`config.mk`:
```
export PLATFORM = sky130hd
export DESIGN_NAME = rgb_to_truecolor_pixel_packer
export DESIGN_NICKNAME = d
export VERILOG_FILES = /design/src/rtp_pkg.sv /design/src/rtp_front.sv /design/src/rtp_queue.sv /design/src/rtp_back.sv /design/src/rgb_to_truecolor_pixel_packer.sv
export SDC_FILE = /design/constraint.sdc
export NUM_CORES = 1
export LEC_CHECK = 0
export ABC_CLOCK_PERIOD_IN_PS = 13900
export BUFFER_PORTS_ARGS = -buffer_cell sky130_fd_sc_hd__buf_4
export CAP_MARGIN = 5
export CORE_UTILIZATION = 50
export CTS_BUF_LIST = sky130_fd_sc_hd__clkbuf_8
export DETAILED_ROUTE_END_ITERATION = 10
export PLACE_DENSITY = 0.67
export SLEW_MARGIN = 40
export SYNTH_ARGS = -nofsm -noshare
export SYNTH_HDL_FRONTEND = slang
export SYNTH_SLANG_ARGS = --single-unit
export TNS_END_PERCENT = 20
```
`constraint.sdc`:
```
create_clock -name clk_i -period 13.9 [get_ports clk_i]
set_input_delay 0 -clock clk_i [delete_from_list [all_inputs] [get_ports clk_i]]
set_output_delay 0 -clock clk_i [all_outputs]
set_load 0.005 [all_outputs]
```
`src/rtp_pkg.sv`:
```
// ----------------------------------------------------------------------------
// rtp_pkg
// Types and constants shared by the truecolor pixel packer modules.
// ----------------------------------------------------------------------------
package rtp_pkg;

  localparam int AddrW = 26;

  typedef enum logic [3:0] {
    CFG_RED_MASK        = 4'd0,
    CFG_GREEN_MASK      = 4'd1,
    CFG_BLUE_MASK       = 4'd2,
    CFG_PIXEL_SIZE_MODE = 4'd3,
    CFG_MSB_FIRST       = 4'd4,
    CFG_IMAGE_WIDTH     = 4'd5,
    CFG_IMAGE_HEIGHT    = 4'd6,
    CFG_LINE_BYTES      = 4'd7
  } cfg_idx_e;

  localparam logic [31:0] RedMaskRst   = 32'h00FF_0000;
  localparam logic [31:0] GreenMaskRst = 32'h0000_FF00;
  localparam logic [31:0] BlueMaskRst  = 32'h0000_00FF;
  localparam logic [1:0]  SizeModeRst  = 2'd3;
  localparam logic        MsbFirstRst  = 1'b0;
  localparam logic [12:0] WidthRst     = 13'd640;
  localparam logic [12:0] HeightRst    = 13'd480;
  localparam logic [14:0] LineBytesRst = 15'd2560;

  typedef struct packed {
    logic [31:0] red_sel;
    logic [31:0] green_sel;
    logic [31:0] blue_sel;
    logic [1:0]  pixel_size_mode;
    logic        msb_first;
    logic [12:0] image_width;
    logic [12:0] image_height;
    logic [14:0] line_bytes;
  } cfg_t;

  // one packed pixel waiting for serialization
  typedef struct packed {
    logic [31:0]      word;
    logic [AddrW-1:0] addr;
    logic [1:0]       last_idx;
    logic             msb_first;
    logic             frame_end;
  } pix_t;

  // place an 8-bit component under its mask: left shift = top set bit - 7
  function automatic logic [31:0] place(input logic [7:0] c, input logic [31:0] mask);
    logic       found;
    logic [4:0] idx;
    logic [31:0] v;
    found = 1'b0;
    idx   = 5'd0;
    for (int i = 0; i < 32; i++) begin
      if (mask[i]) begin
        found = 1'b1;
        idx   = 5'(i);
      end
    end
    if (!found) begin
      v = 32'd0;
    end else if (idx >= 5'd7) begin
      v = {24'd0, c} << (idx - 5'd7);
    end else begin
      v = {24'd0, c} >> (5'd7 - idx);
    end
    return v & mask;
  endfunction

endpackage

```
`src/rtp_front.sv`:
```
// ----------------------------------------------------------------------------
// rtp_front
// Accepts pixels, packs the word and walks column, row and address counters.
// ----------------------------------------------------------------------------
module rtp_front #(
  parameter int WIDTH_CAP      = 4096,
  parameter int HEIGHT_CAP     = 4096,
  parameter int MAX_LINE_BYTES = 16384
) (
  input  logic                clk_i,
  input  logic                rst_ni,
  input  rtp_pkg::cfg_t       cfg_i,
  input  logic                in_valid_i,
  output logic                in_stall_o,
  input  logic [7:0]          red_i,
  input  logic [7:0]          green_i,
  input  logic [7:0]          blue_i,
  input  logic                q_full_i,
  output logic                q_push_o,
  output rtp_pkg::pix_t       q_data_o
);

  localparam int CW = $clog2(WIDTH_CAP);
  localparam int RW = $clog2(HEIGHT_CAP);
  localparam int AW = rtp_pkg::AddrW;

  logic [CW-1:0] col_q, col_d, col_last;
  logic [RW-1:0] row_q, row_d, row_last;
  logic [AW-1:0] row_base_q, row_base_d, pix_addr_q, pix_addr_d;
  logic [AW-1:0] stride, nbytes;
  logic          row_end, frame_end;

  assign in_stall_o = q_full_i;
  assign q_push_o   = in_valid_i && !q_full_i;

  always_comb begin
    if (cfg_i.image_width == 13'd0) begin
      col_last = '0;
    end else if (32'(cfg_i.image_width) > 32'(WIDTH_CAP)) begin
      col_last = CW'(WIDTH_CAP - 1);
    end else begin
      col_last = CW'(cfg_i.image_width - 13'd1);
    end
    if (cfg_i.image_height == 13'd0) begin
      row_last = '0;
    end else if (32'(cfg_i.image_height) > 32'(HEIGHT_CAP)) begin
      row_last = RW'(HEIGHT_CAP - 1);
    end else begin
      row_last = RW'(cfg_i.image_height - 13'd1);
    end
    if (32'(cfg_i.line_bytes) > 32'(MAX_LINE_BYTES)) begin
      stride = AW'(MAX_LINE_BYTES);
    end else begin
      stride = AW'(cfg_i.line_bytes);
    end
  end

  assign nbytes    = AW'(cfg_i.pixel_size_mode) + AW'(1);
  assign row_end   = col_q >= col_last;
  assign frame_end = row_end && (row_q >= row_last);

  always_comb begin
    col_d      = col_q;
    row_d      = row_q;
    row_base_d = row_base_q;
    pix_addr_d = pix_addr_q;
    if (q_push_o) begin
      if (frame_end) begin
        col_d      = '0;
        row_d      = '0;
        row_base_d = '0;
        pix_addr_d = '0;
      end else if (row_end) begin
        col_d      = '0;
        row_d      = row_q + RW'(1);
        row_base_d = row_base_q + stride;
        pix_addr_d = row_base_q + stride;
      end else begin
        col_d      = col_q + CW'(1);
        pix_addr_d = pix_addr_q + nbytes;
      end
    end
  end

  always_ff @(posedge clk_i or negedge rst_ni) begin
    if (!rst_ni) begin
      col_q      <= '0;
      row_q      <= '0;
      row_base_q <= '0;
      pix_addr_q <= '0;
    end else begin
      col_q      <= col_d;
      row_q      <= row_d;
      row_base_q <= row_base_d;
      pix_addr_q <= pix_addr_d;
    end
  end

  always_comb begin
    q_data_o.word      = rtp_pkg::place(red_i, cfg_i.red_sel)
                       | rtp_pkg::place(green_i, cfg_i.green_sel)
                       | rtp_pkg::place(blue_i, cfg_i.blue_sel);
    q_data_o.addr      = pix_addr_q;
    q_data_o.last_idx  = cfg_i.pixel_size_mode;
    q_data_o.msb_first = cfg_i.msb_first;
    q_data_o.frame_end = frame_end;
  end

endmodule

```
`src/rtp_queue.sv`:
```
// ----------------------------------------------------------------------------
// rtp_queue
// Two-entry queue of packed pixels between front and back.
// ----------------------------------------------------------------------------
module rtp_queue (
  input  logic          clk_i,
  input  logic          rst_ni,
  input  logic          push_i,
  input  rtp_pkg::pix_t push_data_i,
  output logic          full_o,
  input  logic          pop_i,
  output logic          valid_o,
  output rtp_pkg::pix_t head_o
);

  localparam int Depth = 2;
  localparam int PtrW  = $clog2(Depth);
  localparam int CntW  = $clog2(Depth + 1);

  rtp_pkg::pix_t mem_q [Depth];
  logic [PtrW-1:0] wr_q, rd_q;
  logic [CntW-1:0] cnt_q;

  assign full_o  = cnt_q == CntW'(Depth);
  assign valid_o = cnt_q != '0;
  assign head_o  = mem_q[rd_q];

  always_ff @(posedge clk_i) begin
    if (push_i) begin
      mem_q[wr_q] <= push_data_i;
    end
  end

  always_ff @(posedge clk_i or negedge rst_ni) begin
    if (!rst_ni) begin
      wr_q  <= '0;
      rd_q  <= '0;
      cnt_q <= '0;
    end else begin
      if (push_i) begin
        wr_q <= (wr_q == PtrW'(Depth - 1)) ? '0 : wr_q + PtrW'(1);
      end
      if (pop_i) begin
        rd_q <= (rd_q == PtrW'(Depth - 1)) ? '0 : rd_q + PtrW'(1);
      end
      if (push_i && !pop_i) begin
        cnt_q <= cnt_q + CntW'(1);
      end else if (pop_i && !push_i) begin
        cnt_q <= cnt_q - CntW'(1);
      end
    end
  end

endmodule

```
`src/rtp_back.sv`:
```
// ----------------------------------------------------------------------------
// rtp_back
// Serializes the queue head into bytes through a registered output stage.
// ----------------------------------------------------------------------------
module rtp_back (
  input  logic                        clk_i,
  input  logic                        rst_ni,
  input  logic                        head_valid_i,
  input  rtp_pkg::pix_t               head_i,
  output logic                        pop_o,
  output logic                        out_valid_o,
  input  logic                        out_stall_i,
  output logic [7:0]                  byte_value_o,
  output logic [rtp_pkg::AddrW-1:0]   byte_address_o,
  output logic                        last_byte_of_pixel_o,
  output logic                        end_of_frame_o
);

  localparam int AW = rtp_pkg::AddrW;

  logic [1:0]    k_q, k_d, pos;
  logic          load, last;
  logic          out_valid_q, out_valid_d;
  logic [7:0]    byte_q;
  logic [AW-1:0] addr_q;
  logic          last_q, eof_q;

  assign load = head_valid_i && (!out_valid_q || !out_stall_i);
  assign last = k_q == head_i.last_idx;
  assign pos  = head_i.msb_first ? (head_i.last_idx - k_q) : k_q;
  assign pop_o = load && last;

  always_comb begin
    k_d         = k_q;
    out_valid_d = out_valid_q;
    if (load) begin
      out_valid_d = 1'b1;
      k_d         = last ? 2'd0 : k_q + 2'd1;
    end else if (!out_stall_i) begin
      out_valid_d = 1'b0;
    end
  end

  always_ff @(posedge clk_i or negedge rst_ni) begin
    if (!rst_ni) begin
      k_q         <= 2'd0;
      out_valid_q <= 1'b0;
    end else begin
      k_q         <= k_d;
      out_valid_q <= out_valid_d;
    end
  end

  always_ff @(posedge clk_i) begin
    if (load) begin
      byte_q <= head_i.word[{pos, 3'b000} +: 8];
      addr_q <= head_i.addr + AW'(k_q);
      last_q <= last;
      eof_q  <= last && head_i.frame_end;
    end
  end

  assign out_valid_o          = out_valid_q;
  assign byte_value_o         = byte_q;
  assign byte_address_o       = addr_q;
  assign last_byte_of_pixel_o = last_q;
  assign end_of_frame_o       = eof_q;

endmodule

```
`src/rgb_to_truecolor_pixel_packer.sv`:
```
// ----------------------------------------------------------------------------
// rgb_to_truecolor_pixel_packer
// Packs RGB888 pixels into truecolor frame-buffer bytes with addresses.
// ----------------------------------------------------------------------------
// Each accepted pixel produces pixel_size_mode+1 bytes, one per cycle on the
// byte output register while out_stall_i is low, so a pixel costs 1 to 4 bytes
// (4 at 32 bpp). The front packs the word and updates the counters in the
// cycle of acceptance; a two-entry queue lets input keep flowing while the
// back serializes bytes. The first byte of a pixel passes from its queue entry
// to the byte output register; output stalls reach in_stall_o once both
// queue entries are held.
module rgb_to_truecolor_pixel_packer #(
  parameter int WIDTH_CAP      = 4096,
  parameter int HEIGHT_CAP     = 4096,
  parameter int MAX_LINE_BYTES = 16384
) (
  input  logic                      clk_i,
  input  logic                      rst_ni,
  input  logic                      cfg_we_i,
  input  logic [3:0]                cfg_index_i,
  input  logic [31:0]               cfg_data_i,
  input  logic                      in_valid_i,
  output logic                      in_stall_o,
  input  logic [7:0]                red_i,
  input  logic [7:0]                green_i,
  input  logic [7:0]                blue_i,
  output logic                      out_valid_o,
  input  logic                      out_stall_i,
  output logic [7:0]                byte_value_o,
  output logic [rtp_pkg::AddrW-1:0] byte_address_o,
  output logic                      last_byte_of_pixel_o,
  output logic                      end_of_frame_o
);

  rtp_pkg::cfg_t cfg_q;
  rtp_pkg::pix_t push_data, head;
  logic          push, full, pop, head_valid;

  always_ff @(posedge clk_i or negedge rst_ni) begin
    if (!rst_ni) begin
      cfg_q.red_sel         <= rtp_pkg::RedMaskRst;
      cfg_q.green_sel       <= rtp_pkg::GreenMaskRst;
      cfg_q.blue_sel        <= rtp_pkg::BlueMaskRst;
      cfg_q.pixel_size_mode <= rtp_pkg::SizeModeRst;
      cfg_q.msb_first       <= rtp_pkg::MsbFirstRst;
      cfg_q.image_width     <= rtp_pkg::WidthRst;
      cfg_q.image_height    <= rtp_pkg::HeightRst;
      cfg_q.line_bytes      <= rtp_pkg::LineBytesRst;
    end else if (cfg_we_i) begin
      case (rtp_pkg::cfg_idx_e'(cfg_index_i))
        rtp_pkg::CFG_RED_MASK:        cfg_q.red_sel         <= cfg_data_i;
        rtp_pkg::CFG_GREEN_MASK:      cfg_q.green_sel       <= cfg_data_i;
        rtp_pkg::CFG_BLUE_MASK:       cfg_q.blue_sel        <= cfg_data_i;
        rtp_pkg::CFG_PIXEL_SIZE_MODE: cfg_q.pixel_size_mode <= cfg_data_i[1:0];
        rtp_pkg::CFG_MSB_FIRST:       cfg_q.msb_first       <= cfg_data_i[0];
        rtp_pkg::CFG_IMAGE_WIDTH:     cfg_q.image_width     <= cfg_data_i[12:0];
        rtp_pkg::CFG_IMAGE_HEIGHT:    cfg_q.image_height    <= cfg_data_i[12:0];
        rtp_pkg::CFG_LINE_BYTES:      cfg_q.line_bytes      <= cfg_data_i[14:0];
        default: ;
      endcase
    end
  end

  rtp_front #(
    .WIDTH_CAP      (WIDTH_CAP),
    .HEIGHT_CAP     (HEIGHT_CAP),
    .MAX_LINE_BYTES (MAX_LINE_BYTES)
  ) u_front (
    .clk_i      (clk_i),
    .rst_ni     (rst_ni),
    .cfg_i      (cfg_q),
    .in_valid_i (in_valid_i),
    .in_stall_o (in_stall_o),
    .red_i      (red_i),
    .green_i    (green_i),
    .blue_i     (blue_i),
    .q_full_i   (full),
    .q_push_o   (push),
    .q_data_o   (push_data)
  );

  rtp_queue u_queue (
    .clk_i       (clk_i),
    .rst_ni      (rst_ni),
    .push_i      (push),
    .push_data_i (push_data),
    .full_o      (full),
    .pop_i       (pop),
    .valid_o     (head_valid),
    .head_o      (head)
  );

  rtp_back u_back (
    .clk_i                (clk_i),
    .rst_ni               (rst_ni),
    .head_valid_i         (head_valid),
    .head_i               (head),
    .pop_o                (pop),
    .out_valid_o          (out_valid_o),
    .out_stall_i          (out_stall_i),
    .byte_value_o         (byte_value_o),
    .byte_address_o       (byte_address_o),
    .last_byte_of_pixel_o (last_byte_of_pixel_o),
    .end_of_frame_o       (end_of_frame_o)
  );

  // frame end is only flagged on a pixel's final byte
  assert property (@(posedge clk_i) disable iff (!rst_ni)
    out_valid_o && end_of_frame_o |-> last_byte_of_pixel_o)
    else $error("end_of_frame without last_byte_of_pixel");

  // bytes of one pixel follow back to back at consecutive addresses
  assert property (@(posedge clk_i) disable iff (!rst_ni)
    out_valid_o && !out_stall_i && !last_byte_of_pixel_o |=>
      out_valid_o && byte_address_o == rtp_pkg::AddrW'($past(byte_address_o) + 1'b1))
    else $error("pixel bytes not contiguous");

  // after a frame end the next item restarts at address zero
  assert property (@(posedge clk_i) disable iff (!rst_ni)
    out_valid_o && !out_stall_i && end_of_frame_o |=> !out_valid_o || byte_address_o == '0)
    else $error("frame did not wrap to address zero");

endmodule
```
==> results.py <==
metrics = {
    "global_routing": {
        "grt_start_max_net_pins": 85,
        "grt_overflow": 0,
        "antenna_found_initial": 0,
        "grt_pass1_wl_mm": 103,
        "grt.total_usage": 0.289,
        "first_global_vias": 17700,
    },
    "synthesis": {
        "synth.lib_cells_used.distinct": 93,
        "mappedNetlistArea_um2": 22600,
        "synth-seq-cells": 383,
        "top_cell_type_s_share_of_synthesized_area": 0.213,
        "cells_after_synth": 2176,
        "yosys_most_used_dff": "sky130_fd_sc_hd__dfrtp_1",
        "synth.area.top_cells": "sky130_fd_sc_hd__edfxtp_1 21%, sky130_fd_sc_hd__dfrtp_1 21%, sky130_fd_sc_hd__mux2_2 8.1%",
        "synth.largest_area_cell": "sky130_fd_sc_hd__edfxtp_1",
        "async_reset_ff_frac": 0.582,
        "synth-seq-area-share": 0.462,
        "syn-mean-instance-area_um2": 10.4,
        "post_synth_edffs": 160,
        "synthesis.yosys.warnings": 0,
        "postSynthNetCount": 2301,
    },
    "min_path": {
        "hold_path_end": "cfg_q[15]",
        "holdCritPathClass": "in2reg",
        "holdCritStartpoint": "cfg_we_i",
        "hold_path_depth": 4,
    },
    "power": {
        "report.power.total_w": 0.00485,
        "power.ir.vdd_worst_v": 0.000138,
        "power.density_cell_area_nw_per_um2": 188,
        "p_leak_nw": 10.5,
    },
    "critical_path": {
        "cp-end-kind": "flop",
        "cpMostUsedCell": "sky130_fd_sc_hd__mux2i_1",
        "timing.critical_path.arrival_ps": 5350,
        "timing.critical_path.from": "cfg_q[137]",
        "cp_num_buf_inv": 1,
        "path_cells": "or3_1 > a211oi_1 > a211o_1 > inv_1 > ha_1 > mux2i_1 > mux2i_1 > nor3_1 > o211ai_1 > nand4_1",
        "timing.critical_path.fanout_max": 17,
        "timing.rr.end": "u_queue.mem_q[0][52]",
        "cp_slowest_stage_delay_ps": 740,
        "path_delay_family": "compound AO/OA/AOI/OAI gates",
        "worstRegToRegCells": 10,
        "worstSetupPathType": "reg2reg",
        "critPathLaunchType": "flop",
        "critical_register_to_register_path_startpoint": "cfg_q[137]",
        "worstPathRequired_ps": 14160,
        "cp_slowest_cell": "sky130_fd_sc_hd__ha_1",
        "timing.reg2reg.setup_slack_ps": 8820,
    },
    "sta": {
        "timing.setup.tns_ps": 0,
        "maxClockFrequency_mhz": 197,
        "period_share": 0.366,
        "finalClockSkew_ps": 48.9,
        "slew_headroom": 0.428,
        "layout_min_cycle_time_ps": 5080,
        "hold-worst-slack_ps": 116,
        "report.final.slew_viol_count": 0,
        "setup-violations-final": 0,
        "rsz0062_at_grt": "no",
        "hold_viol": 0,
        "tightestPinTransition_ps": 856,
    },
    "drt": {
        "totalWireLength_mm": 66.4,
        "met3WireLength_mm": 5.63,
        "drt_first_iter_violations": 1835,
        "topRoutingLayerUsed": "met4",
        "routed-wl-met2_mm": 29.1,
        "drcViolationCount": 0,
        "detail-route-antenna-nets": 0,
        "via_per_inst": 6.27,
        "drtPass1Iterations": 6,
        "avgRoutedWirePerCell_um": 22.3,
        "met1_length_mm": 30.2,
        "via_count": 18600,
    },
    "die": {
        "die_y_um": 215,
        "die_span_in_x_um": 215,
        "top_level_ports": 103,
        "floorplan.rows": 77,
        "initial_core_util": 0.508,
        "core-area_um2": 44400,
        "fp.dieArea_um2": 46000,
    },
    "finish": {
        "area_delta_synth_final_pct": 14.4,
        "final_layout_size_suffix_gt1_frac": 0.203,
        "layout.cells.most_common_list": "203 x sky130_fd_sc_hd__nand2_1, 188 x sky130_fd_sc_hd__dfrtp_1, 163 x sky130_fd_sc_hd__mux2_2",
        "nNetsFinal": 2452,
        "post_layout_nonfiller_instances": 2975,
        "filler_cell_count": 3811,
        "final_core_utilization": 0.582,
        "layout.cells.most_common": "sky130_fd_sc_hd__nand2_1",
        "insertedDiodeCount": 0,
    },
    "cts": {
        "ctsRootBufferMaster": "sky130_fd_sc_hd__clkbuf_8",
        "post-cts-setup-buffers": 0,
        "postCtsHoldBufs": 43,
        "numCtsBuffers": 68,
        "postCtsResizedCells": 0,
        "clk_latency_ps": 640,
        "ctsLongestPathBuffers": 3,
        "cts-htree-levels": 3,
        "cts.sink_count": 383,
        "tritoncts": "built",
        "clock_pin_slew_on_the_worst_setup_and_hold_paths_ps": 70,
    },
    "placed_design": {
        "port_buffers": 102,
        "numPlacedInstances": 2806,
        "finalWeightedCongestion": 1.07,
        "post-dp-hpwl_mm": 48.7,
    },
    "flow_run": {
        "timing.max_cap.violations": 0,
    },
    "outcome": {
        "status": "completed",
    },
}
==> layer usage <==
metal / vias to the layer above / global-route usage
met5: - / 0
met4: 0 / 0.0910
met3: 110 / 0.0506
met2: 822 / 0.430
met1: 9175 / 0.427
li1: 8533 / -
==> kinds of logic after synthesis <==
logic type | synth area share
AO/OA/AOI/OAI | 0.145
XOR/XNOR | 0.0341
adder cells (fa/ha/maj) | 0.0347
buffers and inverters | 0.0250
flip-flops | 0.462
multiplexers | 0.133
AND/OR/NAND/NOR | 0.167
==> worst min-delay path, stage by stage <==
cell and delay, ps:
sky130_fd_sc_hd__buf_4 110, sky130_fd_sc_hd__nand3b_1 290, sky130_fd_sc_hd__nor3b_4 180, sky130_fd_sc_hd__o21ai_0 150
==> registers in the layout, indices dropped and copies added, names as in the netlist <==
name,cells
cfg_q,140
u_queue.mem_q,124
u_back.byte_address_o,26
u_front.pix_addr_q,26
u_front.row_base_q,26
u_front.col_q,12
u_front.row_q,12
u_back.byte_value_o,8
u_back.k_q,2
u_queue.cnt_q,2
u_back.end_of_frame_o,1
u_back.last_byte_of_pixel_o,1
u_back.out_valid_o,1
u_queue.rd_q,1
u_queue.wr_q,1
==> how the worst max path moves through the flow <==
stage,cells after the start,to
global route,19,u_front.pix_addr_q[5]
floorplan,20,u_back.byte_address_o[25]
finish,10,u_queue.mem_q[0][52]
detailed placement,19,u_front.pix_addr_q[5]
CTS,19,u_front.pix_addr_q[5]
global placement,19,u_front.pix_addr_q[5]
==> synthesized netlist by cell type, drive strengths merged, types with 32 or more instances <==
master and instances:
dfrtp 189, dfstp 34, nand2 204, mux2i 65, xor2 43, xnor2 45, a21oi 126, and3 33
o21ai 123, inv 60, nor2b 51, nand3 106, clkbuf 58, ha 57, nor2 159, mux2 164
nor4 32, edfxtp 160, nor3 50
==> per-stage QoR <==
step / instance area (um^2) / worst slack, ps
2_1_floorplan: 22600 / 8880
3_3_place_gp: 24000 / 8680
3_5_place_dp: 24000 / 8690
4_1_cts: 25800 / 8610
5_1_grt: 25800 / 8440
6_report: 25800 / 8820
==> where the power goes <==
| part | switching, W | internal (W) | total [W] |
|---|---|---|---|
| Combinational | 0.00120 | 0.000805 | 0.00200 |
| Sequential | 0.000262 | 0.00157 | 0.00183 |
| Clock | 0.000476 | 0.000539 | 0.00102 |
| Total | 0.00194 | 0.00291 | 0.00485 |
==> final cells by class <==
class | count | area, um^2 | area share
clock buffer | 78 | 1070 | 0.0416
clock inverter | 48 | 263 | 0.0102
inverter | 61 | 229 | 0.00886
multi-input combinational | 1648 | 11700 | 0.453
sequential | 383 | 10400 | 0.404
tap | 592 | 741 | 0.0287
timing repair buffer | 165 | 1390 | 0.0538
No activity file was read; power rests on OpenSTA's default activity.
